[src/rtl/cawts_pkg.sv]
// ----------------------------------------------------------------------------
// cawts_pkg
// Types and constants shared by the co-attack window texture scorer.
// ----------------------------------------------------------------------------
package cawts_pkg;

  localparam int NumVoices = 8;
  localparam int PairMax   = NumVoices * (NumVoices - 1) / 2;
  localparam int PairW     = $clog2(PairMax + 1);
  localparam int CfgIdxW   = 2;
  localparam int CfgDataW  = 7;
  localparam int ScoreW    = 7;

  localparam logic [CfgIdxW-1:0] CfgHighThr = 2'd0;
  localparam logic [CfgIdxW-1:0] CfgLowThr  = 2'd1;
  localparam logic [CfgIdxW-1:0] CfgWinLen  = 2'd2;

  localparam logic [1:0] ClassBlack  = 2'd0;
  localparam logic [1:0] ClassOrange = 2'd1;
  localparam logic [1:0] ClassRed    = 2'd2;

  localparam logic [ScoreW-1:0] ScoreFull = 7'd100;

  typedef enum logic [2:0] {
    StIdle,
    StRead,
    StUpdate,
    StPrep,
    StDiv,
    StOut
  } state_e;

  typedef struct packed {
    logic                 first_slice;
    logic [NumVoices-1:0] sounding_mask;
    logic [NumVoices-1:0] attack_mask;
  } in_item_t;

  typedef struct packed {
    logic [15:0]       window_start;
    logic [ScoreW-1:0] score_hundredths;
    logic [1:0]        texture_class;
    logic              no_pairs;
  } out_item_t;

endpackage

[src/rtl/cawts_ram.sv]
// ----------------------------------------------------------------------------
// cawts_ram
// Simple dual-port RAM: one write port, one read port, registered read data.
// ----------------------------------------------------------------------------
module cawts_ram #(
  parameter int Width = 10,
  parameter int Depth = 16
) (
  input  logic                                    clk_i,
  input  logic                                    we_i,
  input  logic [((Depth > 1) ? $clog2(Depth) : 1)-1:0] waddr_i,
  input  logic [Width-1:0]                        wdata_i,
  input  logic                                    re_i,
  input  logic [((Depth > 1) ? $clog2(Depth) : 1)-1:0] raddr_i,
  output logic [Width-1:0]                        rdata_o
);

  logic [Width-1:0] mem_q [Depth];
  logic [Width-1:0] rdata_q;

  always_ff @(posedge clk_i) begin
    if (we_i) begin
      mem_q[waddr_i] <= wdata_i;
    end
    if (re_i) begin
      rdata_q <= mem_q[raddr_i];
    end
  end

  assign rdata_o = rdata_q;

endmodule

[src/rtl/co_attack_window_texture_scorer_top.sv]
// ----------------------------------------------------------------------------
// co_attack_window_texture_scorer_top
// Per-slice voice pair counting over a sliding window, co-attack ratio in
// hundredths and texture classification.
//
// Channel   Dir  Handshake              Payload
// in        in   in_valid_i/in_stall_o  in_item_i  (in_item_t)
// out       out  out_valid_o/out_stall_i out_item_o (out_item_t)
// cfg       in   cfg_we_i               cfg_idx_i, cfg_data_i
//
// A slice goes through accept, ring read, update/write-back, divider setup,
// 7 restoring divider steps and output; a new one is taken only when idle.
// No-window slices end after the update; no-pair windows skip the divider.
// Ring contents are not cleared at reset; no clearing pass is needed.
// The result register holds while out_stall_i is high; the next slice is
// accepted meanwhile and waits in the output state if the register is full.
// ----------------------------------------------------------------------------
module co_attack_window_texture_scorer_top
  import cawts_pkg::*;
#(
  parameter int WINDOW_MAX = 16
) (
  input  logic                clk_i,
  input  logic                rst_ni,
  input  logic                in_valid_i,
  output logic                in_stall_o,
  input  in_item_t            in_item_i,
  output logic                out_valid_o,
  input  logic                out_stall_i,
  output out_item_t           out_item_o,
  input  logic                cfg_we_i,
  input  logic [CfgIdxW-1:0]  cfg_idx_i,
  input  logic [CfgDataW-1:0] cfg_data_i
);

  localparam int AW   = (WINDOW_MAX > 1) ? $clog2(WINDOW_MAX) : 1;
  localparam int WW   = $clog2(WINDOW_MAX + 1);
  localparam int CmpW = (WW > 5) ? WW : 5;
  localparam int PtrW = WW + 1;
  localparam int SW   = $clog2(PairMax * WINDOW_MAX + 1);
  localparam int NW   = SW + 8;
  localparam int EW   = 2 * PairW;

  function automatic logic [3:0] popcnt8(input logic [NumVoices-1:0] m);
    logic [3:0] c;
    c = '0;
    for (int i = 0; i < NumVoices; i++) begin
      c = c + 4'(m[i]);
    end
    return c;
  endfunction

  function automatic logic [PairW-1:0] choose2(input logic [3:0] n);
    logic [7:0] prod;
    prod = 8'(n) * (8'(n) - ((n != 4'd0) ? 8'd1 : 8'd0));
    return PairW'(prod >> 1);
  endfunction

  state_e state_q, state_d;

  logic [6:0]        hi_thr_q, lo_thr_q;
  logic [4:0]        win_len_q;
  logic [SW-1:0]     pair_sum_q, att_sum_q;
  logic [WW-1:0]     fill_q;
  logic [AW-1:0]     ptr_q;
  logic [15:0]       slice_cnt_q;
  logic [15:0]       idx_q;
  logic [PairW-1:0]  p_q, a_q;
  logic [NW-1:0]     rem_q, dsh_q;
  logic [ScoreW-1:0] quot_q;
  logic [2:0]        step_q;
  logic              nop_q;
  logic              out_valid_q;
  out_item_t         out_q;

  logic              in_acc, out_acc, out_free;
  logic [CmpW-1:0]   wl_c;
  logic [WW-1:0]     w_eff;
  logic [PtrW-1:0]   old_sum;
  logic [PtrW-1:0]   old_wrap;
  logic [AW-1:0]     old_addr;
  logic              evict;
  logic [EW-1:0]     rdata;
  logic [SW-1:0]     pair_sum_n, att_sum_n;
  logic [WW-1:0]     fill_n;
  logic [NW-1:0]     numer;
  logic              ge;
  logic [6:0]        hi_t, lo_t;
  logic [ScoreW-1:0] score;
  logic [1:0]        cls;
  logic              ram_re, ram_we;

  assign in_acc   = in_valid_i && !in_stall_o;
  assign out_acc  = out_valid_q && !out_stall_i;
  assign out_free = !out_valid_q || !out_stall_i;

  assign wl_c = CmpW'(win_len_q);
  always_comb begin
    priority if (win_len_q == 5'd0) begin
      w_eff = WW'(1);
    end else if (wl_c > CmpW'(WINDOW_MAX)) begin
      w_eff = WW'(WINDOW_MAX);
    end else begin
      w_eff = WW'(wl_c);
    end
  end

  assign old_sum  = PtrW'(ptr_q) + PtrW'(WINDOW_MAX) - PtrW'(w_eff);
  assign old_wrap = (old_sum >= PtrW'(WINDOW_MAX)) ? old_sum - PtrW'(WINDOW_MAX) : old_sum;
  assign old_addr = old_wrap[AW-1:0];
  assign evict    = (fill_q >= w_eff);

  assign pair_sum_n = (evict ? pair_sum_q - SW'(rdata[EW-1:PairW]) : pair_sum_q) + SW'(p_q);
  assign att_sum_n  = (evict ? att_sum_q - SW'(rdata[PairW-1:0]) : att_sum_q) + SW'(a_q);
  assign fill_n     = evict ? w_eff : fill_q + WW'(1);

  // 200*A + P
  assign numer = (NW'(att_sum_q) << 7) + (NW'(att_sum_q) << 6) + (NW'(att_sum_q) << 3)
               + NW'(pair_sum_q);
  assign ge    = (rem_q >= dsh_q);

  assign hi_t  = (hi_thr_q > lo_thr_q) ? hi_thr_q : lo_thr_q;
  assign lo_t  = (hi_thr_q > lo_thr_q) ? lo_thr_q : hi_thr_q;
  assign score = nop_q ? '0 : ((quot_q > ScoreFull) ? ScoreFull : quot_q);
  always_comb begin
    priority if (nop_q) begin
      cls = ClassBlack;
    end else if (7'(score) >= hi_t) begin
      cls = ClassRed;
    end else if (7'(score) >= lo_t) begin
      cls = ClassOrange;
    end else begin
      cls = ClassBlack;
    end
  end

  assign ram_re = (state_q == StRead);
  assign ram_we = (state_q == StUpdate);

  cawts_ram #(
    .Width(EW),
    .Depth(WINDOW_MAX)
  ) u_ring (
    .clk_i  (clk_i),
    .we_i   (ram_we),
    .waddr_i(ptr_q),
    .wdata_i({p_q, a_q}),
    .re_i   (ram_re),
    .raddr_i(old_addr),
    .rdata_o(rdata)
  );

  always_comb begin
    state_d    = state_q;
    in_stall_o = 1'b1;
    unique case (state_q)
      StIdle: begin
        in_stall_o = 1'b0;
        if (in_valid_i) begin
          state_d = StRead;
        end
      end
      StRead: state_d = StUpdate;
      StUpdate: state_d = (fill_n >= w_eff) ? StPrep : StIdle;
      StPrep: state_d = (pair_sum_q == '0) ? StOut : StDiv;
      StDiv: begin
        if (step_q == 3'd0) begin
          state_d = StOut;
        end
      end
      StOut: begin
        if (out_free) begin
          state_d = StIdle;
        end
      end
      default: state_d = StIdle;
    endcase
  end

  always_ff @(posedge clk_i or negedge rst_ni) begin
    if (!rst_ni) begin
      state_q     <= StIdle;
      hi_thr_q    <= 7'd60;
      lo_thr_q    <= 7'd40;
      win_len_q   <= 5'd5;
      pair_sum_q  <= '0;
      att_sum_q   <= '0;
      fill_q      <= '0;
      ptr_q       <= '0;
      slice_cnt_q <= '0;
      out_valid_q <= 1'b0;
    end else begin
      state_q <= state_d;
      if (cfg_we_i) begin
        unique case (cfg_idx_i)
          CfgHighThr: hi_thr_q <= cfg_data_i;
          CfgLowThr:  lo_thr_q <= cfg_data_i;
          CfgWinLen: begin
            win_len_q  <= cfg_data_i[4:0];
            pair_sum_q <= '0;
            att_sum_q  <= '0;
            fill_q     <= '0;
            ptr_q      <= '0;
          end
          default: ;
        endcase
      end
      if (in_acc) begin
        if (in_item_i.first_slice) begin
          pair_sum_q  <= '0;
          att_sum_q   <= '0;
          fill_q      <= '0;
          ptr_q       <= '0;
          slice_cnt_q <= 16'd1;
        end else begin
          slice_cnt_q <= slice_cnt_q + 16'd1;
        end
      end
      if (state_q == StUpdate) begin
        pair_sum_q <= pair_sum_n;
        att_sum_q  <= att_sum_n;
        fill_q     <= fill_n;
        ptr_q      <= (ptr_q == AW'(WINDOW_MAX - 1)) ? '0 : ptr_q + AW'(1);
      end
      if (state_q == StOut && out_free) begin
        out_valid_q <= 1'b1;
      end else if (out_acc) begin
        out_valid_q <= 1'b0;
      end
    end
  end

  always_ff @(posedge clk_i) begin
    if (in_acc) begin
      idx_q <= in_item_i.first_slice ? 16'd0 : slice_cnt_q;
      p_q   <= choose2(popcnt8(in_item_i.sounding_mask));
      a_q   <= choose2(popcnt8(in_item_i.sounding_mask & in_item_i.attack_mask));
    end
    if (state_q == StPrep) begin
      rem_q  <= numer;
      dsh_q  <= NW'({pair_sum_q, 1'b0}) << 6;
      quot_q <= '0;
      step_q <= 3'd6;
      nop_q  <= (pair_sum_q == '0);
    end
    if (state_q == StDiv) begin
      if (ge) begin
        rem_q <= rem_q - dsh_q;
      end
      dsh_q  <= dsh_q >> 1;
      quot_q <= {quot_q[ScoreW-2:0], ge};
      step_q <= step_q - 3'd1;
    end
    if (state_q == StOut && out_free) begin
      out_q.window_start     <= idx_q - 16'(w_eff - WW'(1));
      out_q.score_hundredths <= score;
      out_q.texture_class    <= cls;
      out_q.no_pairs         <= nop_q;
    end
  end

  assign out_valid_o = out_valid_q;
  assign out_item_o  = out_q;

endmodule

[config.mk]
export PLATFORM = sky130hd
export DESIGN_NAME = co_attack_window_texture_scorer_top
export DESIGN_NICKNAME = d
export VERILOG_FILES = /design/src/rtl/cawts_pkg.sv /design/src/rtl/cawts_ram.sv /design/src/rtl/co_attack_window_texture_scorer_top.sv
export SDC_FILE = /design/constraint.sdc
export NUM_CORES = 1
export LEC_CHECK = 0
export BUFFER_PORTS_ARGS = -buffer_cell sky130_fd_sc_hd__buf_2
export CAP_MARGIN = 10
export CORE_ASPECT_RATIO = 0.75
export CORE_MARGIN = 4
export CORE_UTILIZATION = 65
export CTS_CLUSTER_SIZE = 25
export DETAILED_ROUTE_END_ITERATION = 8
export GPL_TIMING_DRIVEN = 0
export PLACE_DENSITY = 0.83
export RECOVER_POWER = 25
export SETUP_SLACK_MARGIN = 0.05
export SYNTH_ARGS = -nofsm -noshare
export SYNTH_HDL_FRONTEND = slang
export SYNTH_SLANG_ARGS = --single-unit
[constraint.sdc]
create_clock -name clk_i -period 11.2 [get_ports clk_i]
set_input_delay 0.56 -clock clk_i [delete_from_list [all_inputs] [get_ports clk_i]]
set_output_delay 0.56 -clock clk_i [all_outputs]
set_load 0.05 [all_outputs]
---- Word-level counts from Yosys, hierarchy flattened ----
Memories as Yosys holds them, arrays and structs flattened. A register that Yosys moved wholly into a read port is not among the register bits.
Cells that the tools add are included.
word-level totals
  bits in registers ....................... 162
  RAM bits ................................ 160
  input bits .............................. 31
  logic and storage cells ................. 157
  memories ................................ 1
cells by class
  $add $sub $neg .......................... 33
  multiply operators ...................... 2
  $lt $le $gt $ge ......................... 9
  eq/ne operators ......................... 11
  mux-type cells .......................... 56
  bitwise gates (word level) .............. 1
  reduce and logical (&&, ||, !) cells .... 20
memories
  memory        words  width  read ports  clocked after memory_dff  wr ports  line             text
  u_ring.mem_q  16     10     1           1                         1         cawts_ram.sv:18  logic [Width-1:0] mem_q [Depth];
operator list
  cell                                                              number
  9-bit two-way mux                                                 12
  17-bit two-way mux                                                3
  7-bit two-way mux                                                 6
  5-bit two-way mux                                                 8
  4-bit by 1-bit adder with 4-bit output                            8
  16-bit two-way mux                                                2
  4-bit two-way mux                                                 7
  9-bit by 5-bit adder with 9-bit output                            2
  3-bit case mux with 6 select lines                                1
  9-bit by 5-bit subtractor with 9-bit output                       2
  16-bit by 15-bit adder with 17-bit output                         1
  17-bit by 12-bit adder with 17-bit output                         1
  17-bit by 9-bit adder with 17-bit output                          1
  17-bit by 16-bit greater-or-equal comparator with 1-bit output    1
  17-bit by 16-bit subtractor with 17-bit output                    1
  16-bit by 1-bit adder with 16-bit output (second input constant)  1
  16-bit subtractor                                                 1
  15-bit two-way mux                                                1
  3-bit two-way mux                                                 5
  7-bit greater-or-equal comparator                                 2
  5-bit by 5-bit multiplier with 6-bit output                       2
  5-bit greater-or-equal comparator                                 2
  4-bit by 1-bit subtractor with 5-bit output                       2
  9-bit zero test                                                   1
  35 further kinds                                                  59

---- Longest topological paths before layout ----
  depth in word-level cells ............... 12
  depth in mapped cells ................... 23
  gate-level depth less buffers ........... 23

---- By module ----
Synthesis repeated with hierarchy kept, for this count alone.
unflattened totals
  cells, all modules ...................... 1498
  area, all modules ....................... 18441.4 µm²
by module, submodules not included
  module                               times used  cells each  area an instance (µm²)  sequential area each (µm²)
  co_attack_window_texture_scorer_top  1           1219        11987.7                 4374.2
  cawts_ram                            1           279         6453.7                  5104.9

---- Worst setup path after synthesis ----
No wires, ideal clock.
  path kind ............................... in2reg
  start point ............................. in in_item_i[8] in the netlist's numbering
  end point ............................... reg a_q[4], data pin
  setup time .............................. 0.260 ns
  arrival time ............................ 6.400 ns
  data required time ...................... 10.940 ns
  slack ................................... 4.540 ns
  stages on the path ...................... 22
  path buffers ............................ 0
  cells stage by stage .................... nand2_1 > fa_1 > fa_1 > inv_1 > fa_1 > ha_1 > fa_1 > xnor2_1 > nand4_1 > ha_1 > ha_1 > inv_1 > ha_1 > inv_1 > fa_1 > fa_1 > fa_1 > fa_1 > xor2_1 > xnor2_1 > xnor2_1 > xnor2_1
on the way
  longest elaborated chain between the ends .. 12
RTL lines
  what                                                     line                                        text
  start, declared                                          co_attack_window_texture_scorer_top.sv:27   input in_item_t in_item_i,
  8-bit AND (*)                                            co_attack_window_texture_scorer_top.sv:237  a_q <= choose2(popcnt8(in_item_i.sounding_mask & in_item_i.attack_mask));
  1-bit by 1-bit adder with 2-bit output (*)               co_attack_window_texture_scorer_top.sv:48   c = c + 4'(m[i]);
  2-bit by 1-bit adder with 3-bit output (*)               co_attack_window_texture_scorer_top.sv:48
  3-bit by 1-bit adder with 4-bit output (*)               co_attack_window_texture_scorer_top.sv:48
  4-bit by 1-bit adder with 4-bit output (*) (4 in a row)  co_attack_window_texture_scorer_top.sv:48
  4-bit nonzero test                                       co_attack_window_texture_scorer_top.sv:55   prod = 8'(n) * (8'(n) - ((n != 4'd0) ? 8'd1 : 8'd0));
  1-bit two-way mux                                        co_attack_window_texture_scorer_top.sv:55
  4-bit by 1-bit subtractor with 5-bit output              co_attack_window_texture_scorer_top.sv:55
  5-bit by 5-bit multiplier with 6-bit output (*)          co_attack_window_texture_scorer_top.sv:55
  end signal, assigned                                     co_attack_window_texture_scorer_top.sv:237
  end, declared                                            co_attack_window_texture_scorer_top.sv:68   logic [PairW-1:0] p_q, a_q;
Every way passes the cells marked *; elsewhere a longest branch is shown, timed or not.
A chain may end at the register's enable or synchronous reset.

---- Final worst setup path ----
Same ends and word-level chain as after synthesis.

==> run metrics <==
minimum clock period after layout=6.70 ns; post-synthesis cell count=1518; count of maximum capacitance violations=1; antenna diode count=0; number of clock buffers inserted by TritonCTS=34; post-route total power=5.87 mW; DRC Markers=0; average cell area after synthesis=12.2 sq um; highest ir drop seen on vdd=roughly 160 uV; top metal layer carrying routed signals=met4; kind of start point of the critical path=input pin; top-area cell type share of the netlist area=40.4%; internal portion of total power=3.49 mW; violations in the final reports=max-capacitance violations, max-slew violations; setup repair after global routing missed its margin=no; sequential share of the synthesized area=51.2%; count of flip-flops with a built-in enable after synthesis=249; most used flip-flop cell after synthesis=sky130_fd_sc_hd__edfxtp_1; drt via density=approximately 6.0; post-route clock skew=between 0.015 and 0.02 ns; hold path startpoint=cfg_data_i[6]; Port Buffer Count=58; vertical die dimension=154 microns; Total GRT Usage=26.0%; Slew Limit Fails=56; asr flop ratio synth=between 10% and 20%; # IOs=59; power per unit of standard cell area=287 mW/mm^2; launch instance of the worst register-to-register path=win_len_q[4]; antenna-violating nets left=0; summed instance area of the synthesized netlist=0.0185 sq mm; final count of hold timing violations=0; crit share post-route=59.9%; clock network latency to the later pin of the worst-skew pair=0.53 ns; status=finished, violations left; number of H-tree levels=2; number of nets in the finished design=between 1500 and 2000; most common cell after layout, fill and taps aside=sky130_fd_sc_hd__edfxtp_1; wire length on met1=approximately 18 mm; fraction of layout instances using a drive strength above 1=11.9%; pin count of the biggest net entering global routing=56; actual slew at the worst max-slew pin=about 3.2 ns; Die Wd=203 microns; cells taking the most area after synthesis=sky130_fd_sc_hd__edfxtp_1 (40%), sky130_fd_sc_hd__ha_1 (10%), sky130_fd_sc_hd__dfrtp_1 (7.8%); highest-count cells in the layout ignoring fill and taps=sky130_fd_sc_hd__edfxtp_1 (249), sky130_fd_sc_hd__ha_1 (155), sky130_fd_sc_hd__nand2_1 (120); vias in the first global route=~12000; NetSw=2.38 mW; routed wire length on met3=2.78 mm; Starting Density=66.0%; first drt pass iteration count=6; placer congestion estimate=0.905; detailed router's first-iteration violation count=1040; relative max-transition margin=-112%; Seq cells post-synth=332; Comb power frac=between 40% and 50%; worst setup path start=in_item_i[8]; grt total ovfl=0; CTS tree=yes; placeable core region=0.0281 sq mm; worst reg2reg path depth=19; clock share of power=18.5%; Critical Path RT=11.47 ns; Clock Root Buffer=sky130_fd_sc_hd__clkbuf_16; net switching share of the total power=40.5%; setup tns final=0 ns; HPWL after detailed placement=28.6 mm; routed wire length=40.2 mm; area enclosed by the die boundary=0.0313 sq mm; detailed route wirelength on metal2=around 19 mm; per-cell routed wire length=just under 20 microns; Min-Delay Endpoint=hi_thr_q[6]; row count=53; r2r endpoint=att_sum_q[6]; reg-to-reg slack, setup=6.06 ns; FMAX=149 MHz; count of unique library cells instantiated by Yosys=75; Worst EP arrival=6.97 ns; synthesis-to-layout area growth=10.4%; worst min-delay path category=in -> reg; final setup fails=0; overall via count from detail_route=roughly 12000; first-pass GRT wire length=64.5 mm; P_leak=about 8.5 nW; number of antenna violations at the first check in global routing=0; area leader, netlist=sky130_fd_sc_hd__edfxtp_1; maximum fanout count along the critical path=7; Clock transition at path regs=0.06 ns; number of sinks handled by clock tree synthesis=332; critical path capture point type=register; maximum count of clock buffers along a single path=3; Min-Delay Path Depth=2; Sequential Power Share=32.8%; Worst Setup Path Type=in -> reg; number of warnings reported in the yosys synthesis log=0
[kinds of logic after synthesis]
kind of cell,after synthesis,share of synthesized area (%)
other,1,0.0202
buffers and inverters,162,3.44
flip-flops,332,51.2
multiplexers,92,7.82
AO/OA/AOI/OAI,283,9.71
XOR/XNOR,80,3.78
adder cells (fa/ha/maj),188,14.0
AND/OR/NAND/NOR,380,10.0
[timing repair]
action / 4_1_cts / 5_1_grt
hold buffers: 1 / 0
endpoints found under the hold margin: 11 / 0
setup endpoints to repair: 0 / 0
gates resized for setup: 0 / 0
buffers inserted: 0 / 0
[sequential cells by signal, indices dropped and copies added (netlist names), 3 cells and up]
register and count:
dsh_q 16, quot_q 7, state_q 3, idx_q 16, u_ring.rdata_o 10, u_ring.mem_q 160
rem_q 17, win_len_q 5, step_q 3, att_sum_q 9, pair_sum_q 9, p_q 5
ptr_q 4, fill_q 5, slice_cnt_q 16, lo_thr_q 7, a_q 5, out_item_o 26
hi_thr_q 7
[power by group through the flow]
| stage | Sequential, mW | Combinational [mW] | Clock (mW) |
|---|---|---|---|
| detailed placement | 1.94 | 2.80 | 0 |
| finish | 1.92 | 2.86 | 1.08 |
| global placement | 1.92 | 2.65 | 0 |
| global route | 1.95 | 3.17 | 1.15 |
| CTS | 1.92 | 2.84 | 1.09 |
| floorplan | 1.87 | 2.12 | 0 |
[cell usage after synthesis (all sizes together) (3+ instances only)]
master / instances
and3: 27
o22ai: 5
nand4: 10
o21ai: 71
nor3: 15
or2: 5
nand2: 120
dfstp: 8
nand3: 25
o21bai: 7
o31ai: 3
dfxtp: 17
inv: 114
o211a: 3
xnor2: 55
buf: 14
mux2i: 30
a22o: 9
nor2: 83
a21oi: 94
a21o: 35
mux4: 40
o211ai: 3
fa: 33
nand2b: 14
or3: 5
xor2: 25
a31oi: 5
dfrtp: 58
nand3b: 7
nor4: 5
a211oi: 16
edfxtp: 249
a41o: 3
o21a: 10
ha: 155
and2: 12
nor2b: 43
mux2: 22
clkbuf: 34
a2111oi: 3
[stage by stage]
| stage | setup WS (ns) | std cells | util [%] | hold slack [ns] | area, sq um |
|---|---|---|---|---|---|
| finish | 4.50 | 2036 | 72.9 | 0.279 | 20400 |
| global route | 4.21 | 2036 | 72.9 | 0.269 | 20400 |
| CTS | 4.56 | 2036 | 73.0 | 0.264 | 20500 |
| detailed placement | 4.00 | 1973 | 69.2 | 0.438 | 19400 |
| global placement | 4.20 | 1970 | 68.9 | 0.452 | 19300 |
| floorplan | 4.54 | 1527 | - | 0.264 | 18600 |
[worst max-delay path, stage by stage]
cell                      delay, ns
sky130_fd_sc_hd__buf_2         0.10
sky130_fd_sc_hd__nand2_1       0.08
sky130_fd_sc_hd__fa_1          0.51
sky130_fd_sc_hd__fa_1          0.55
sky130_fd_sc_hd__inv_1         0.06
sky130_fd_sc_hd__fa_1          0.48
sky130_fd_sc_hd__ha_1          0.24
sky130_fd_sc_hd__fa_1          0.44
sky130_fd_sc_hd__xnor2_1       0.50
sky130_fd_sc_hd__nand4_1       0.17
sky130_fd_sc_hd__ha_1          0.22
sky130_fd_sc_hd__ha_1          0.20
sky130_fd_sc_hd__inv_1         0.06
sky130_fd_sc_hd__ha_1          0.13
sky130_fd_sc_hd__inv_1         0.05
sky130_fd_sc_hd__fa_1          0.47
sky130_fd_sc_hd__fa_1          0.53
sky130_fd_sc_hd__fa_1          0.52
sky130_fd_sc_hd__fa_1          0.44
sky130_fd_sc_hd__xor2_1        0.16
sky130_fd_sc_hd__xnor2_1       0.22
sky130_fd_sc_hd__xnor2_1       0.18
sky130_fd_sc_hd__xnor2_1       0.10
[routing by layer]
layer	up-vias	track usage (%)
met5	-	0
met3	70	4.57
met1	5991	37.2
li1	5748	-
met2	448	42.4
met4	0	6.37
[area by class of cell]
| type | instances | area (sq um) |
|---|---|---|
| timing repair buffer | 62 | 334 |
| inverter | 114 | 430 |
| clock buffer | 44 | 888 |
| buffer | 48 | 208 |
| sequential | 332 | 9480 |
| clock inverter | 18 | 155 |
| tap | 385 | 482 |
| fill | 1794 | 7600 |
| multi-input combinational | 1033 | 8470 |
[worst max-delay path by stage]
stage / end / slack, ns / cells past startpoint
floorplan: a_q[4] / 4.54 / 22
global placement: a_q[4] / 4.20 / 23
detailed placement: a_q[4] / 4.00 / 23
finish: a_q[4] / 4.50 / 23
global route: a_q[4] / 4.21 / 23
CTS: a_q[4] / 4.56 / 23
No activity file was read; power rests on OpenSTA's default activity.
